$ cat config.mk
export PLATFORM = sky130hd
export DESIGN_NAME = input_protocol_autodetect
export DESIGN_NICKNAME = d
export VERILOG_FILES = /design/src/rtl/core/ipad_pkg.sv /design/src/rtl/core/ipad_gap_acc.sv /design/src/rtl/core/ipad_classify.sv /design/src/rtl/core/input_protocol_autodetect.sv
export SDC_FILE = /design/constraint.sdc
export NUM_CORES = 1
export LEC_CHECK = 0
export ABC_AREA = 1
export BUFFER_PORTS_ARGS = -buffer_cell sky130_fd_sc_hd__buf_4
export CAP_MARGIN = 20
export CORE_ASPECT_RATIO = 1.4
export CORE_MARGIN = 2
export CORE_UTILIZATION = 45
export DETAILED_ROUTE_END_ITERATION = 10
export PLACE_DENSITY = 0.64
export SLEW_MARGIN = 25
export SYNTH_ARGS = -nofsm -noshare
export SYNTH_HDL_FRONTEND = slang
export SYNTH_HIERARCHICAL = 1
export SYNTH_SLANG_ARGS = --single-unit
$ cat constraint.sdc
create_clock -name clk -period 5.9 [get_ports clk]
set_input_delay 1.475 -clock clk [delete_from_list [all_inputs] [get_ports clk]]
set_output_delay 1.475 -clock clk [all_outputs]
set_load 0.005 [all_outputs]
$ cat src/rtl/core/ipad_pkg.sv
// ----------------------------------------------------------------------------
// ipad_pkg
// Shared constants and types for the input protocol autodetect block.
// ----------------------------------------------------------------------------
package ipad_pkg;

	// Captures per detection window.
	localparam int WINDOW_CAPTURES = 31;
	localparam int CNT_W           = $clog2(WINDOW_CAPTURES);

	localparam int CAP_W   = 16;
	localparam int GAP_W   = 15;
	localparam int TOTAL_W = 32;
	localparam int MEAN_W  = 27;
	localparam int PRE_W   = 8;
	localparam int LEN_W   = 6;
	localparam int ARM_W   = 8;

	// The mean is the wrapping total divided by 32, which is a right shift.
	localparam int MEAN_SHIFT = 5;

	localparam logic [GAP_W-1:0]  GAP_START    = GAP_W'(20000);
	localparam logic [MEAN_W-1:0] MEAN_LIMIT   = MEAN_W'(50);
	localparam logic [GAP_W-1:0]  FAST_LOW     = GAP_W'(2);
	localparam logic [GAP_W-1:0]  FAST_HIGH    = GAP_W'(3);
	localparam logic [GAP_W-1:0]  SLOW_LOW     = GAP_W'(4);
	localparam logic [GAP_W-1:0]  SLOW_HIGH    = GAP_W'(7);
	localparam logic [GAP_W-1:0]  SERVO_FLOOR  = GAP_W'(300);

	localparam logic [PRE_W-1:0] CAP_PRESCALE_RESET = PRE_W'(10);
	localparam logic [PRE_W-1:0] PRESCALE_FAST      = PRE_W'(0);
	localparam logic [PRE_W-1:0] PRESCALE_SLOW      = PRE_W'(1);
	localparam logic [PRE_W-1:0] PRESCALE_SERVO     = PRE_W'(47);
	localparam logic [LEN_W-1:0] LEN_DSHOT          = LEN_W'(32);
	localparam logic [LEN_W-1:0] LEN_SERVO          = LEN_W'(2);
	localparam logic [ARM_W-1:0] ARM_SERVO          = ARM_W'(35);
	localparam logic [ARM_W-1:0] ARM_RESET          = ARM_W'(0);

	// Statistics of one finished window.
	typedef struct packed {
		logic [GAP_W-1:0]  least;
		logic [MEAN_W-1:0] mean;
	} win_sum_t;

	// One result word, declared from the highest field down so that
	// dshot_detected lands in bit 0.
	typedef struct packed {
		logic [MEAN_W-1:0] mean_gap;
		logic [GAP_W-1:0]  smallest_gap;
		logic              preset_counter;
		logic [ARM_W-1:0]  arming_count;
		logic [LEN_W-1:0]  capture_length;
		logic [PRE_W-1:0]  output_prescale;
		logic [PRE_W-1:0]  capture_prescale;
		logic              detection_done;
		logic              servo_detected;
		logic              dshot_detected;
	} result_t;

	localparam int RESULT_W = $bits(result_t);
	localparam int OUT_W    = ((RESULT_W + 7) / 8) * 8;

endpackage

$ cat src/rtl/core/ipad_gap_acc.sv
// ----------------------------------------------------------------------------
// ipad_gap_acc
// Per-window gap statistics: previous capture, position, least gap and total.
// ----------------------------------------------------------------------------
module ipad_gap_acc (
	input  logic                               clk,
	input  logic                               arst_n,
	input  logic                               step,
	input  logic [ipad_pkg::CAP_W-1:0]         cap,
	output logic                               last,
	output ipad_pkg::win_sum_t                 sum
);

	logic [ipad_pkg::CAP_W-1:0]   prev_q;
	logic [ipad_pkg::CNT_W-1:0]   count_q;
	logic [ipad_pkg::GAP_W-1:0]   least_q;
	logic [ipad_pkg::TOTAL_W-1:0] total_q;

	logic [ipad_pkg::CAP_W:0]     diff17;
	logic [ipad_pkg::TOTAL_W-1:0] diff32;
	logic                         first;
	logic                         take_min;
	logic [ipad_pkg::GAP_W-1:0]   least_nxt;
	logic [ipad_pkg::TOTAL_W-1:0] total_nxt;

	// A capture below the previous one borrows; sign extension gives the
	// 32-bit wrapped difference, which is too large to become the minimum.
	assign diff17 = {1'b0, cap} - {1'b0, prev_q};
	assign diff32 = {{(ipad_pkg::TOTAL_W-ipad_pkg::CAP_W-1){diff17[ipad_pkg::CAP_W]}}, diff17};
	assign first  = (count_q == '0);
	assign last   = (count_q == ipad_pkg::CNT_W'(ipad_pkg::WINDOW_CAPTURES - 1));

	assign take_min = !first && !diff17[ipad_pkg::CAP_W]
		&& (diff17[ipad_pkg::CAP_W-1:0] != '0)
		&& (diff17[ipad_pkg::CAP_W-1:0] < {1'b0, least_q});

	assign least_nxt = take_min ? diff17[ipad_pkg::GAP_W-1:0] : least_q;
	assign total_nxt = first ? total_q : total_q + diff32;

	assign sum.least = least_nxt;
	assign sum.mean  = total_nxt[ipad_pkg::TOTAL_W-1:ipad_pkg::MEAN_SHIFT];

	always_ff @(posedge clk or negedge arst_n) begin
		if (!arst_n) begin
			prev_q  <= '0;
			count_q <= '0;
			least_q <= ipad_pkg::GAP_START;
			total_q <= '0;
		end else if (step) begin
			prev_q <= cap;
			if (last) begin
				count_q <= '0;
				least_q <= ipad_pkg::GAP_START;
				total_q <= '0;
			end else begin
				count_q <= count_q + 1'b1;
				least_q <= least_nxt;
				total_q <= total_nxt;
			end
		end
	end

endmodule

$ cat src/rtl/core/ipad_classify.sv
// ----------------------------------------------------------------------------
// ipad_classify
// Sticky protocol mode and timer settings, updated at the end of each window.
// ----------------------------------------------------------------------------
module ipad_classify (
	input  logic               clk,
	input  logic               arst_n,
	input  logic               fire,
	input  ipad_pkg::win_sum_t sum,
	output ipad_pkg::result_t  res
);

	logic                        dshot_q;
	logic                        servo_q;
	logic                        known_q;
	logic [ipad_pkg::PRE_W-1:0]  cpre_q;
	logic [ipad_pkg::PRE_W-1:0]  opre_q;
	logic [ipad_pkg::LEN_W-1:0]  len_q;
	logic [ipad_pkg::ARM_W-1:0]  arm_q;

	logic dshot_en;
	logic servo_en;
	logic mean_ok;
	logic hit_fast;
	logic hit_slow;
	logic hit_servo;

	// Once a mode is set only its own rule is rechecked.
	assign dshot_en = dshot_q || !servo_q;
	assign servo_en = servo_q || !dshot_q;
	assign mean_ok  = sum.mean < ipad_pkg::MEAN_LIMIT;

	assign hit_fast = dshot_en && mean_ok
		&& (sum.least >= ipad_pkg::FAST_LOW) && (sum.least <= ipad_pkg::FAST_HIGH);
	assign hit_slow = dshot_en && mean_ok
		&& (sum.least >= ipad_pkg::SLOW_LOW) && (sum.least <= ipad_pkg::SLOW_HIGH);
	assign hit_servo = servo_en
		&& (sum.least > ipad_pkg::SERVO_FLOOR) && (sum.least < ipad_pkg::GAP_START);

	always_comb begin
		res.dshot_detected   = dshot_q || hit_fast || hit_slow;
		res.servo_detected   = servo_q || hit_servo;
		res.detection_done   = known_q || hit_fast || hit_slow || hit_servo;
		res.capture_prescale = cpre_q;
		res.output_prescale  = opre_q;
		res.capture_length   = len_q;
		res.arming_count     = arm_q;
		if (hit_fast) begin
			res.capture_prescale = ipad_pkg::PRESCALE_FAST;
			res.output_prescale  = ipad_pkg::PRESCALE_FAST;
			res.capture_length   = ipad_pkg::LEN_DSHOT;
		end
		if (hit_slow) begin
			res.capture_prescale = ipad_pkg::PRESCALE_SLOW;
			res.output_prescale  = ipad_pkg::PRESCALE_SLOW;
			res.capture_length   = ipad_pkg::LEN_DSHOT;
		end
		if (hit_servo) begin
			res.capture_prescale = ipad_pkg::PRESCALE_SERVO;
			res.capture_length   = ipad_pkg::LEN_SERVO;
			res.arming_count     = ipad_pkg::ARM_SERVO;
		end
		res.preset_counter = hit_slow;
		res.smallest_gap   = sum.least;
		res.mean_gap       = sum.mean;
	end

	always_ff @(posedge clk or negedge arst_n) begin
		if (!arst_n) begin
			dshot_q <= 1'b0;
			servo_q <= 1'b0;
			known_q <= 1'b0;
			cpre_q  <= ipad_pkg::CAP_PRESCALE_RESET;
			opre_q  <= ipad_pkg::PRESCALE_FAST;
			len_q   <= ipad_pkg::LEN_DSHOT;
			arm_q   <= ipad_pkg::ARM_RESET;
		end else if (fire) begin
			dshot_q <= res.dshot_detected;
			servo_q <= res.servo_detected;
			known_q <= res.detection_done;
			cpre_q  <= res.capture_prescale;
			opre_q  <= res.output_prescale;
			len_q   <= res.capture_length;
			arm_q   <= res.arming_count;
		end
	end

endmodule

$ cat src/rtl/core/input_protocol_autodetect.sv
// ----------------------------------------------------------------------------
// input_protocol_autodetect
// Classifies the input signal as DShot or servo PWM from windows of edge
// capture timestamps and reports the resulting timer settings.
// ----------------------------------------------------------------------------
//  channel   direction  word                          rule
//  s_*       in         capture_time                  one word per edge capture
//  m_*       out        mode, timer settings, stats   one word per finished window
//
//  An accepted capture sits in the input register, and the gap subtract,
//  minimum compare and 32-bit add finish in that same cycle; a new capture is
//  taken every cycle unless a stalled result holds back a window's last one,
//  which also runs the classification and loads the result register.
//  Reset clears all window statistics and the detected mode.
//  A stalled result only holds back the last capture of the next window.
module input_protocol_autodetect (
	input  logic                          clk,
	input  logic                          arst_n,
	input  logic                          s_tvalid,
	output logic                          s_tready,
	input  logic [ipad_pkg::CAP_W-1:0]    s_tdata,  // [15:0] capture_time
	output logic                          m_tvalid,
	input  logic                          m_tready,
	// [0] dshot_detected, [1] servo_detected, [2] detection_done,
	// [10:3] capture_prescale, [18:11] output_prescale, [24:19] capture_length,
	// [32:25] arming_count, [33] preset_counter, [48:34] smallest_gap,
	// [75:49] mean_gap, [79:76] zero
	output logic [ipad_pkg::OUT_W-1:0]    m_tdata
);

	logic                       valid_s1;
	logic [ipad_pkg::CAP_W-1:0] cap_s1;
	logic                       last;
	logic                       out_free;
	logic                       go_s1;
	logic                       fire;
	ipad_pkg::win_sum_t         sum;
	ipad_pkg::result_t          res;
	ipad_pkg::result_t          res_s2;

	assign out_free = !m_tvalid || m_tready;
	assign go_s1    = valid_s1 && (!last || out_free);
	assign fire     = go_s1 && last;
	assign s_tready = !valid_s1 || go_s1;

	always_ff @(posedge clk or negedge arst_n) begin
		if (!arst_n) begin
			valid_s1 <= 1'b0;
		end else if (s_tready) begin
			valid_s1 <= s_tvalid;
		end
	end

	always_ff @(posedge clk) begin
		if (s_tready && s_tvalid) begin
			cap_s1 <= s_tdata;
		end
	end

	ipad_gap_acc u_gap_acc (
		.clk    (clk),
		.arst_n (arst_n),
		.step   (go_s1),
		.cap    (cap_s1),
		.last   (last),
		.sum    (sum)
	);

	ipad_classify u_classify (
		.clk    (clk),
		.arst_n (arst_n),
		.fire   (fire),
		.sum    (sum),
		.res    (res)
	);

	always_ff @(posedge clk or negedge arst_n) begin
		if (!arst_n) begin
			m_tvalid <= 1'b0;
		end else if (out_free) begin
			m_tvalid <= fire;
		end
	end

	always_ff @(posedge clk) begin
		if (fire) begin
			res_s2 <= res;
		end
	end

	assign m_tdata = {{(ipad_pkg::OUT_W-ipad_pkg::RESULT_W){1'b0}}, res_s2};

	// A window that completes must always present its result next cycle.
	a_fire_shows: assert property (@(posedge clk) disable iff (!arst_n)
		fire |=> m_tvalid)
		else $error("finished window did not produce a result");

	// The sticky done flag matches the two mode flags.
	a_done_modes: assert property (@(posedge clk) disable iff (!arst_n)
		m_tvalid |-> (res_s2.detection_done == (res_s2.dshot_detected || res_s2.servo_detected)))
		else $error("detection_done disagrees with mode flags");

	// The two modes exclude each other.
	a_one_mode: assert property (@(posedge clk) disable iff (!arst_n)
		m_tvalid |-> !(res_s2.dshot_detected && res_s2.servo_detected))
		else $error("both modes detected");

	// A counter preset only comes with slow DShot settings.
	a_preset: assert property (@(posedge clk) disable iff (!arst_n)
		(m_tvalid && res_s2.preset_counter) |->
		(res_s2.dshot_detected && res_s2.capture_prescale == ipad_pkg::PRESCALE_SLOW))
		else $error("preset without slow DShot settings");

	// The minimum never exceeds its starting value.
	a_least: assert property (@(posedge clk) disable iff (!arst_n)
		m_tvalid |-> (res_s2.smallest_gap <= ipad_pkg::GAP_START))
		else $error("smallest gap above start value");

endmodule

==> impl_metrics.ini, run 1 <==
[final_layout]
final_area_mm2 = 0.0132
nFillCells = 2528
drive_above_1_share_pct = 15.7
finalNetCount = 1585
diodes = 0
area_delta_synth_final_pct = 10.7

[worst_setup_path]
rrSetupSlack_ps = 580
cp.required_ps = 6210
crit_type = register to register
critical_path_arrival_ps = 5640
crit_path_max_incr_delay_ps = 460
worst-path-max-fanout = 17
slowest_stage = ha_1
reg2reg_depth = 29
crit_top_cell = nand2_1
critPathCapture = u_classify/len_q[1]$_DFFE_PN0P_
critPathLaunch = u_gap_acc/prev_q[0]$_DFFE_PN0P_
start_kind = register
endpoint_kind = register
r2r-start = u_gap_acc/prev_q[0]$_DFFE_PN0P_
reg2reg_to = u_classify/len_q[1]$_DFFE_PN0P_

[sta]
finalSetupViolations = 0
grt_setup_unrepaired = no
post-route-min-period_ps = 5320
tightestPinTransition_ps = 1010
min_period_over_period_pct = 90.2
finalSetupTns_ps = 0
slew_viol_final = 0
timing.fmax_mhz = 188
relSlewSlack_pct = 32.5
fin_skew_ps = 14.6
finalHoldViolCount = 0

[placed_design]
io_buffers = 97
placed_area_mm2 = 0.0126
gp_congestion = 0.917
dp_hpwl_um = 21500

[synth]
synth-main-ff-cell = dfrtp_1
synth_seq_area_share_pct = 45.0
async_flop_share_pct = 52.8
synth-edff-count = 92
synth_top_cell_by_area = edfxtp_1
avgSynthCellArea_um2 = 8.23
syn_inst = 1446
post-synth-top-count-cell = nand2_1
ys_top_cells_by_area = edfxtp_1, dfrtp_1, nand2_1
ys_types = 51
synth_commonest_cells = nand2_1, inv_1, nor2_1, dfrtp_1, edfxtp_1
synth.top_cell.area_share_pct = 23.2
ys_ff_latch = 195
synth_area_mm2 = 0.0119
ys_warn_count = 6

[die]
die_height_um = 196
die_w_um = 141
dieArea_mm2 = 0.0278
core_area_mm2 = 0.0261
rows = 70
pin_count = 102
start_util_pct = 45.6

[outcome]
status = complete, no violations

[drt]
ant_nets = 0
wire_per_inst_um = 15.6
drt_iter0_drc = 472
routed_wl_um = 28500
first_pass_iters = 5
viasPerCell = 5.08
dr_total_vias = 9309
drc = 0

[global_route]
top_usage_layer = met2
grt_max_degree = 93
overflow = 0
met3_usage_pct = 2.99
use_met1_pct = 25.5
antenna_found_initial = 0
grt_pass1_vias = 9156
groute.usage.overall_pct = 21.2
grt_pass1_wl_um = 46300
met2_usage_pct = 37.9

[clock_network]
htreeDepth = 4
hold_buffers = 0
cts_inserted_buffers = 17
cts.sinks = 195
cts-root-buf = clkbuf_16
cts_tree = yes
clk_path_buf_depth = 2
cts.clk_slew.worst_paths_ps = 80
clk_latency_ps = 440

[power_and_ir_drop]
power_uw = 6620
peakVddDrop_uv = 235
powerDensity_mw_per_mm2 = 502
p_leak_uw = 0.00645

[min_path]
min-delay-path-class = register to register

[run]
cap_violations = 0
worst min path at each step:
stage	startpoint	end	slack, ps	depth (start not counted)
2_1_floorplan	u_classify/arm_q[0]$_DFFE_PN0P_	u_classify/arm_q[0]$_DFFE_PN0P_	420	2
3_3_place_gp	u_classify/arm_q[1]$_DFFE_PN0P_	u_classify/arm_q[1]$_DFFE_PN0P_	430	2
3_5_place_dp	u_classify/arm_q[5]$_DFFE_PN0P_	u_classify/arm_q[5]$_DFFE_PN0P_	440	2
4_1_cts	u_classify/arm_q[5]$_DFFE_PN0P_	u_classify/arm_q[5]$_DFFE_PN0P_	460	2
5_1_grt	u_classify/arm_q[5]$_DFFE_PN0P_	u_classify/arm_q[5]$_DFFE_PN0P_	480	2
6_report	u_classify/arm_q[5]$_DFFE_PN0P_	u_classify/arm_q[5]$_DFFE_PN0P_	470	2
kinds of logic after synthesis:
| logic type | share of synthesized area [%] |
|---|---|
| XOR/XNOR | 1.03 |
| AO/OA/AOI/OAI | 9.70 |
| adder cells (fa/ha/maj) | 7.49 |
| flip-flops | 45.0 |
| buffers and inverters | 10.6 |
| other | 0.0315 |
| AND/OR/NAND/NOR | 26.2 |
where the power goes:
group          switching [uW]  total (uW)  leakage (uW)  internal, uW
logic                    2320        3490       0.00412          1170
clock network             575        1140      0.000270           565
registers                 163        1980       0.00207          1820
cell type report:
cell class | instances | area, um2 | area share (%)
Inverter | 192 | 721 | 5.47
Clock buffer | 19 | 433 | 3.29
Sequential cell | 195 | 5350 | 40.6
Multi-Input combinational cell | 984 | 5320 | 40.4
Tap cell | 324 | 405 | 3.08
Timing Repair Buffer | 105 | 801 | 6.08
Clock inverter | 13 | 143 | 1.08
sequential cells by signal, indices dropped and copies added, names as in the netlist, 5 cells and up:
signal	count
cap_s1	16
u_gap_acc/least_q	15
u_gap_acc/count_q	5
u_classify/arm_q	8
u_classify/opre_q	8
u_classify/len_q	6
u_classify/cpre_q	8
u_gap_acc/prev_q	16
m_tdata	76
u_gap_acc/total_q	32
layer usage:
metal / wire length [um] / vias to the layer above / part of all wire (%)
li1: - / 4724 / -
met1: 12200 / 4362 / 43
met2: 14500 / 182 / 51
met3: 871 / 41 / 3.1
met4: 980 / 0 / 3.4
met5: 0 / - / 0
placed cells by master (no fill, tap or decap), types with 17 or more instances in the layout:
| cell | instances |
|---|---|
| inv_1 | 181 |
| clkbuf_16 | 17 |
| a21oi_1 | 60 |
| buf_4 | 104 |
| ha_1 | 68 |
| nand3_1 | 88 |
| nor2_1 | 113 |
| nand2_1 | 370 |
| dfrtp_1 | 95 |
| edfxtp_1 | 92 |
| nand2_2 | 21 |
| o21ai_0 | 87 |
critical path, delay by kind of cell (launching register included):
kind                       cells  cell delay [ps]
and+or+nand+nor               20             2520
DFF                            1              400
buffers and inverters          2              390
AOI/OAI and AO/OA              4              780
adders and majority gates      3             1070
per-stage QoR:
stage,hold slack [ps],std cells,utilization (%),worst slack [ps]
3_3_place_gp,434,1800,48.3,515
2_1_floorplan,422,1449,-,1140
3_5_place_dp,443,1800,48.3,486
4_1_cts,463,1832,50.5,480
6_report,467,1832,50.5,578
5_1_grt,482,1832,50.5,58.1
timing repair:
item,CTS,global route
setup buffers,0,0
gates resized for setup,0,2
endpoints found under the setup margin,0,1
(Power assumes the default switching activity.)
==> inputs of run 2 (changes only) <==
- CTS_CLUSTER_DIAMETER: unset -> 60
- RECOVER_POWER: unset -> 25
==> run 2 against run 1 <==
The flow now finishes with violations (max-capacitance violations, max-slew violations). Clock-buffer cell count is the same. Non-clock buffer count is the same. Sequential cell count is the same.
==> impl_metrics.ini, run 2 (synthesized netlist as in run 1, its figures left out) <==
[global_route]
grt_max_degree = 93
overflow = 0
antenna_found_initial = 0
groute.usage.overall_pct = 21.2
grt_pass1_wl_um = 46300
grt_pass1_vias = 9156

[placed_design]
dp_hpwl_um = 21500
pre_cts_slack_ps = 486
gp_congestion = 0.917
io_buffers = 97

[die]
start_util_pct = 45.6
dieArea_mm2 = 0.0278
die_w_um = 141
rows = 70
die_height_um = 196
core_area_mm2 = 0.0261
pin_count = 102

[run]
cap_violations = 2

[worst_setup_path]
r2r-start = u_gap_acc/prev_q[0]$_DFFE_PN0P_
crit_path_max_incr_delay_ps = 530
endpoint_kind = register
critical_path_arrival_ps = 5640
critPathLaunch = u_gap_acc/prev_q[0]$_DFFE_PN0P_
start_kind = register
crit_type = register to register
crit_top_cell = nand2_1
worst-path-max-fanout = 17
cp.required_ps = 6210
slowest_stage = o21ai_0

[sta]
finalHoldViolCount = 0
worst_slack_ps = 576
slew_viol_final = 96
post-route-min-period_ps = 5320
relSlewSlack_pct = -134
fin_skew_ps = 15.6
timing.fmax_mhz = 188
finalSetupViolations = 0
grt_setup_unrepaired = no
finalSetupTns_ps = 0
tightestPinTransition_ps = 3510
min_period_over_period_pct = 90.2

[final_layout]
drive_above_1_share_pct = 15.3
area_delta_synth_final_pct = 10.4
final_common_cell = nand2_1
layout_common_cells = nand2_1, inv_1, nor2_1
diodes = 0
largest_reg_flops = 76
finalNetCount = 1585

[drt]
drt_iter0_drc = 479
viasPerCell = 5.10
ant_nets = 0
dr_total_vias = 9345
first_pass_iters = 5
drc = 0
wire_per_inst_um = 15.6
routed_wl_um = 28500

[power_and_ir_drop]
p_leak_uw = 0.00643
powerDensity_mw_per_mm2 = 503
peakVddDrop_uv = 235

[clock_network]
cts_inserted_buffers = 17
clk_latency_ps = 440
cts.clk_slew.worst_paths_ps = 80
clk_path_buf_depth = 2
cts.sinks = 195
cts_setup_buffers = 0
hold_buffers = 0
cts_tree = yes
cts-root-buf = clkbuf_16
htreeDepth = 4

[min_path]
min_from = u_classify/arm_q[5]$_DFFE_PN0P_
min-delay-path-class = register to register

[outcome]
violations = max-capacitance violations, max-slew violations
status = complete, but fails checks
==> run 2: final timing paths <==
path                            slack, ps  depth (start not counted)                                end
worst max-delay path                  580                         29    u_classify/len_q[1]$_DFFE_PN0P_
worst min-delay path                  470                          2    u_classify/arm_q[5]$_DFFE_PN0P_
worst max register to register        580                         29    u_classify/len_q[1]$_DFFE_PN0P_
worst min register to register        470                          2    u_classify/arm_q[5]$_DFFE_PN0P_
max in group asynchronous            1130                          2   u_gap_acc/least_q[0]$_DFFE_PN0P_
min in group asynchronous            1030                          1  u_gap_acc/total_q[25]$_DFFE_PN0P_
==> run 2: power breakdown <==
part           switching, uW  internal [uW]
registers                163           1820
clock network            576            564
logic                   2320           1170
==> run 2: layout make-up <==
class	count	area [um2]
clock inverters	13	143
well taps	324	405
inverters	192	721
repair buffers	105	786
multi-input cells	984	5300
flip-flops and latches	195	5350
clock buffers	19	433
fillers	2538	13000
==> run 2: what timing repair did <==
action / 4_1_cts / 5_1_grt
resized for setup: 0 / 2
endpoints found under the hold margin: 0 / 0
setup endpoints to repair: 0 / 1
==> run 2: stage by stage <==
step | power [uW] | utilization [%] | area [um2] | std cells | hold WS [ps]
final | 6610 | 50.3 | 13100 | 1832 | 466
after global routing | 7200 | 50.3 | 13100 | 1832 | 482
after CTS | 6640 | 50.5 | 13200 | 1832 | 463
after detailed placement | 5470 | 48.3 | 12600 | 1800 | 443
after global placement | 5420 | 48.3 | 12600 | 1800 | 434
after floorplan | 4980 | - | 11900 | 1449 | 422
==> run 2: critical path: cells and delay by family, from the launching register on <==
family	cells	cell delay [ps]
AO/OA/AOI/OAI	3	750
XOR/XNOR	1	200
adder cells (fa/ha/maj)	3	1000
buffers and inverters	2	310
flip-flops	1	400
AND/OR/NAND/NOR	20	2510
==> run 2: routing by layer <==
layer  global-route usage [%]  wire length, um  up-vias
met5                        0                0        -
met4                     8.93             1010        0
met3                     2.99              958       43
met2                     37.9            14400      178
met1                     25.5            12200     4388
li1                         -                -     4736
==> inputs of run 3 (changes only) <==
- GPL_TIMING_DRIVEN: unset -> 1
- SYNTH_HIERARCHICAL: 1 -> unset
==> run 3 against run 2 <==
The flow still finishes with violations (max-capacitance violations, max-slew violations). Sequential share of layout area fell by 1.0 points. Area after synthesis fell by 0.18%. Design area rose by 2.6%. Hold slack got worse by 8.3 ps. Clock power barely moved. Critical path type unchanged.
==> impl_metrics.ini, run 3 <==
[outcome]
status = complete, but fails checks
violations = max-capacitance violations, max-slew violations

[synth]
ys_types = 51
synth-edff-count = 92
ys_ff_latch = 195
async_flop_share_pct = 52.8
synth-main-ff-cell = dfrtp_1
synth_top_cell_by_area = edfxtp_1
ys_top_cells_by_area = edfxtp_1, dfrtp_1, nand2_1
synth.top_cell.area_share_pct = 23.3
post-synth-top-count-cell = nand2_1
syn_inst = 1543
synth_area_mm2 = 0.0119
synth_commonest_cells = nand2_1, inv_1, nor2_1, nand3_1, dfrtp_1
avgSynthCellArea_um2 = 7.70
synth_seq_area_share_pct = 45.0
ys_warn_count = 0

[placed_design]
pre_cts_slack_ps = 629
gp_congestion = 0.940
io_buffers = 97
dp_hpwl_um = 24500

[worst_setup_path]
crit_type = register to register
endpoint_kind = register
worst-path-max-fanout = 22
cp.required_ps = 6080
start_kind = register
critical_path_arrival_ps = 5480

[clock_network]
cts_setup_buffers = 0
hold_buffers = 0
cts_resized = 0
cts_tree = yes
cts.sinks = 195
cts.clk_slew.worst_paths_ps = 70
clk_path_buf_depth = 2
cts-root-buf = clkbuf_16
cts_inserted_buffers = 17
htreeDepth = 4
clk_latency_ps = 440

[final_layout]
drive_above_1_share_pct = 11.5
finalNetCount = 1728
largest_reg_flops = 76
area_delta_synth_final_pct = 13.5
diodes = 0
layout_common_cells = nand2_1, inv_1, nor2_1
nFillCells = 2476
final_common_cell = nand2_1
final_core_utilization_pct = 51.8

[global_route]
use_met1_pct = 28.2
met3_usage_pct = 3.10
top_usage_layer = met2
grt_pass1_vias = 10071
overflow = 0
groute.usage.overall_pct = 24.1
grt_max_degree = 72
grt_pass1_wl_um = 52100
antenna_found_initial = 0
met2_usage_pct = 42.2

[drt]
routed_wl_um = 32200
dr_total_vias = 10218
wire_per_inst_um = 16.3
drc = 0
first_pass_iters = 6
drt_iter0_drc = 679
viasPerCell = 5.17
ant_nets = 0

[sta]
slew_viol_final = 72
relSlewSlack_pct = -171
fin_skew_ps = 12.1
worst_slack_ps = 600
min_period_over_period_pct = 89.8
post-route-min-period_ps = 5300
timing.fmax_mhz = 189
finalSetupViolations = 0
tightestPinTransition_ps = 4060
finalHoldViolCount = 0
hold_ws_ps = 458
finalSetupTns_ps = 0
grt_setup_unrepaired = no

[power_and_ir_drop]
powerDensity_mw_per_mm2 = 504
p_leak_uw = 0.00691
peakVddDrop_uv = 297
power_uw = 6800

[run]
cap_violations = 1

[die]
die_w_um = 141
rows = 70
core_area_mm2 = 0.0260
dieArea_mm2 = 0.0277
start_util_pct = 45.7
pin_count = 102
die_height_um = 196

[min_path]
min-delay-path-class = register to register
## run 3: path summary, 6_finish.rpt
check                                                startpoint                               to  slack (ps)  cells after the start
worst max-delay path                        cap_s1[2]$_DFFE_PP_            m_tdata[10]$_DFFE_PP_         600                     24
worst min-delay path            u_classify.arm_q[5]$_DFFE_PN0P_  u_classify.arm_q[5]$_DFFE_PN0P_         460                      2
worst max register to register              cap_s1[2]$_DFFE_PP_            m_tdata[10]$_DFFE_PP_         600                     24
worst min register to register  u_classify.arm_q[5]$_DFFE_PN0P_  u_classify.arm_q[5]$_DFFE_PN0P_         460                      2
max in group asynchronous                                arst_n  u_classify.len_q[1]$_DFFE_PN0P_        1030                      2
min in group asynchronous                                arst_n  u_gap_acc.prev_q[2]$_DFFE_PN0P_        2460                      1
## run 3: cell type report
| cell class | instances | area [um2] | area share [%] |
|---|---|---|---|
| multi-input combinational | 1062 | 5360 | 39.8 |
| tap | 324 | 405 | 3.01 |
| inverter | 256 | 962 | 7.14 |
| timing repair buffer | 109 | 812 | 6.02 |
| clock buffer | 20 | 447 | 3.31 |
| sequential | 195 | 5350 | 39.7 |
| clock inverter | 12 | 139 | 1.03 |
## run 3: worst max-delay path, stage by stage, from the launching register on
cell      delay [ps]
edfxtp_1         400
ha_1             420
a21oi_2          200
nand2_1           90
nand2_1           80
nand2_2          110
a21oi_2          160
xor2_1           330
inv_1            120
ha_1             310
nand2_1          100
nor2_1            50
a211oi_1         210
o211ai_1         160
nor2_2           120
buf_4            240
nand2_2          340
o21ai_4          400
nor2_1            90
nand2_1           70
nor2_1            50
nor2_1           140
nand3_2          360
nand2_2          410
nor2_1            80
## run 3: layer usage
| metal | vias to the layer above | part of all wire [%] |
|---|---|---|
| li1 | 5131 | - |
| met1 | 4733 | 40 |
| met2 | 259 | 50 |
| met3 | 95 | 3.3 |
| met4 | 0 | 6.1 |
| met5 | - | 0 |
## run 3: power by group
part,internal [uW],switching (uW)
logic,1090,2540
registers,1810,172
clock network,613,561
## run 3: stage by stage
stage / instance area (um2) / instances
final: 13500 / 1978
after global placement: 12900 / 1946
after CTS: 13500 / 1978
after global routing: 13500 / 1978
after detailed placement: 12900 / 1946
after floorplan: 11900 / 1546
## run 3: logic make-up (layout without fill, tap and decap cells)
group / count (synthesis) / in the layout / share of synthesized area (%)
xor+xnor: 5 / 5 / 0.369
other cells: 1 / 4 / 0.0316
compound gates: 166 / 166 / 7.93
simple gates: 820 / 820 / 29.5
fa+ha+maj: 67 / 67 / 7.18
buf+inv: 289 / 397 / 9.91
flops: 195 / 195 / 45.0
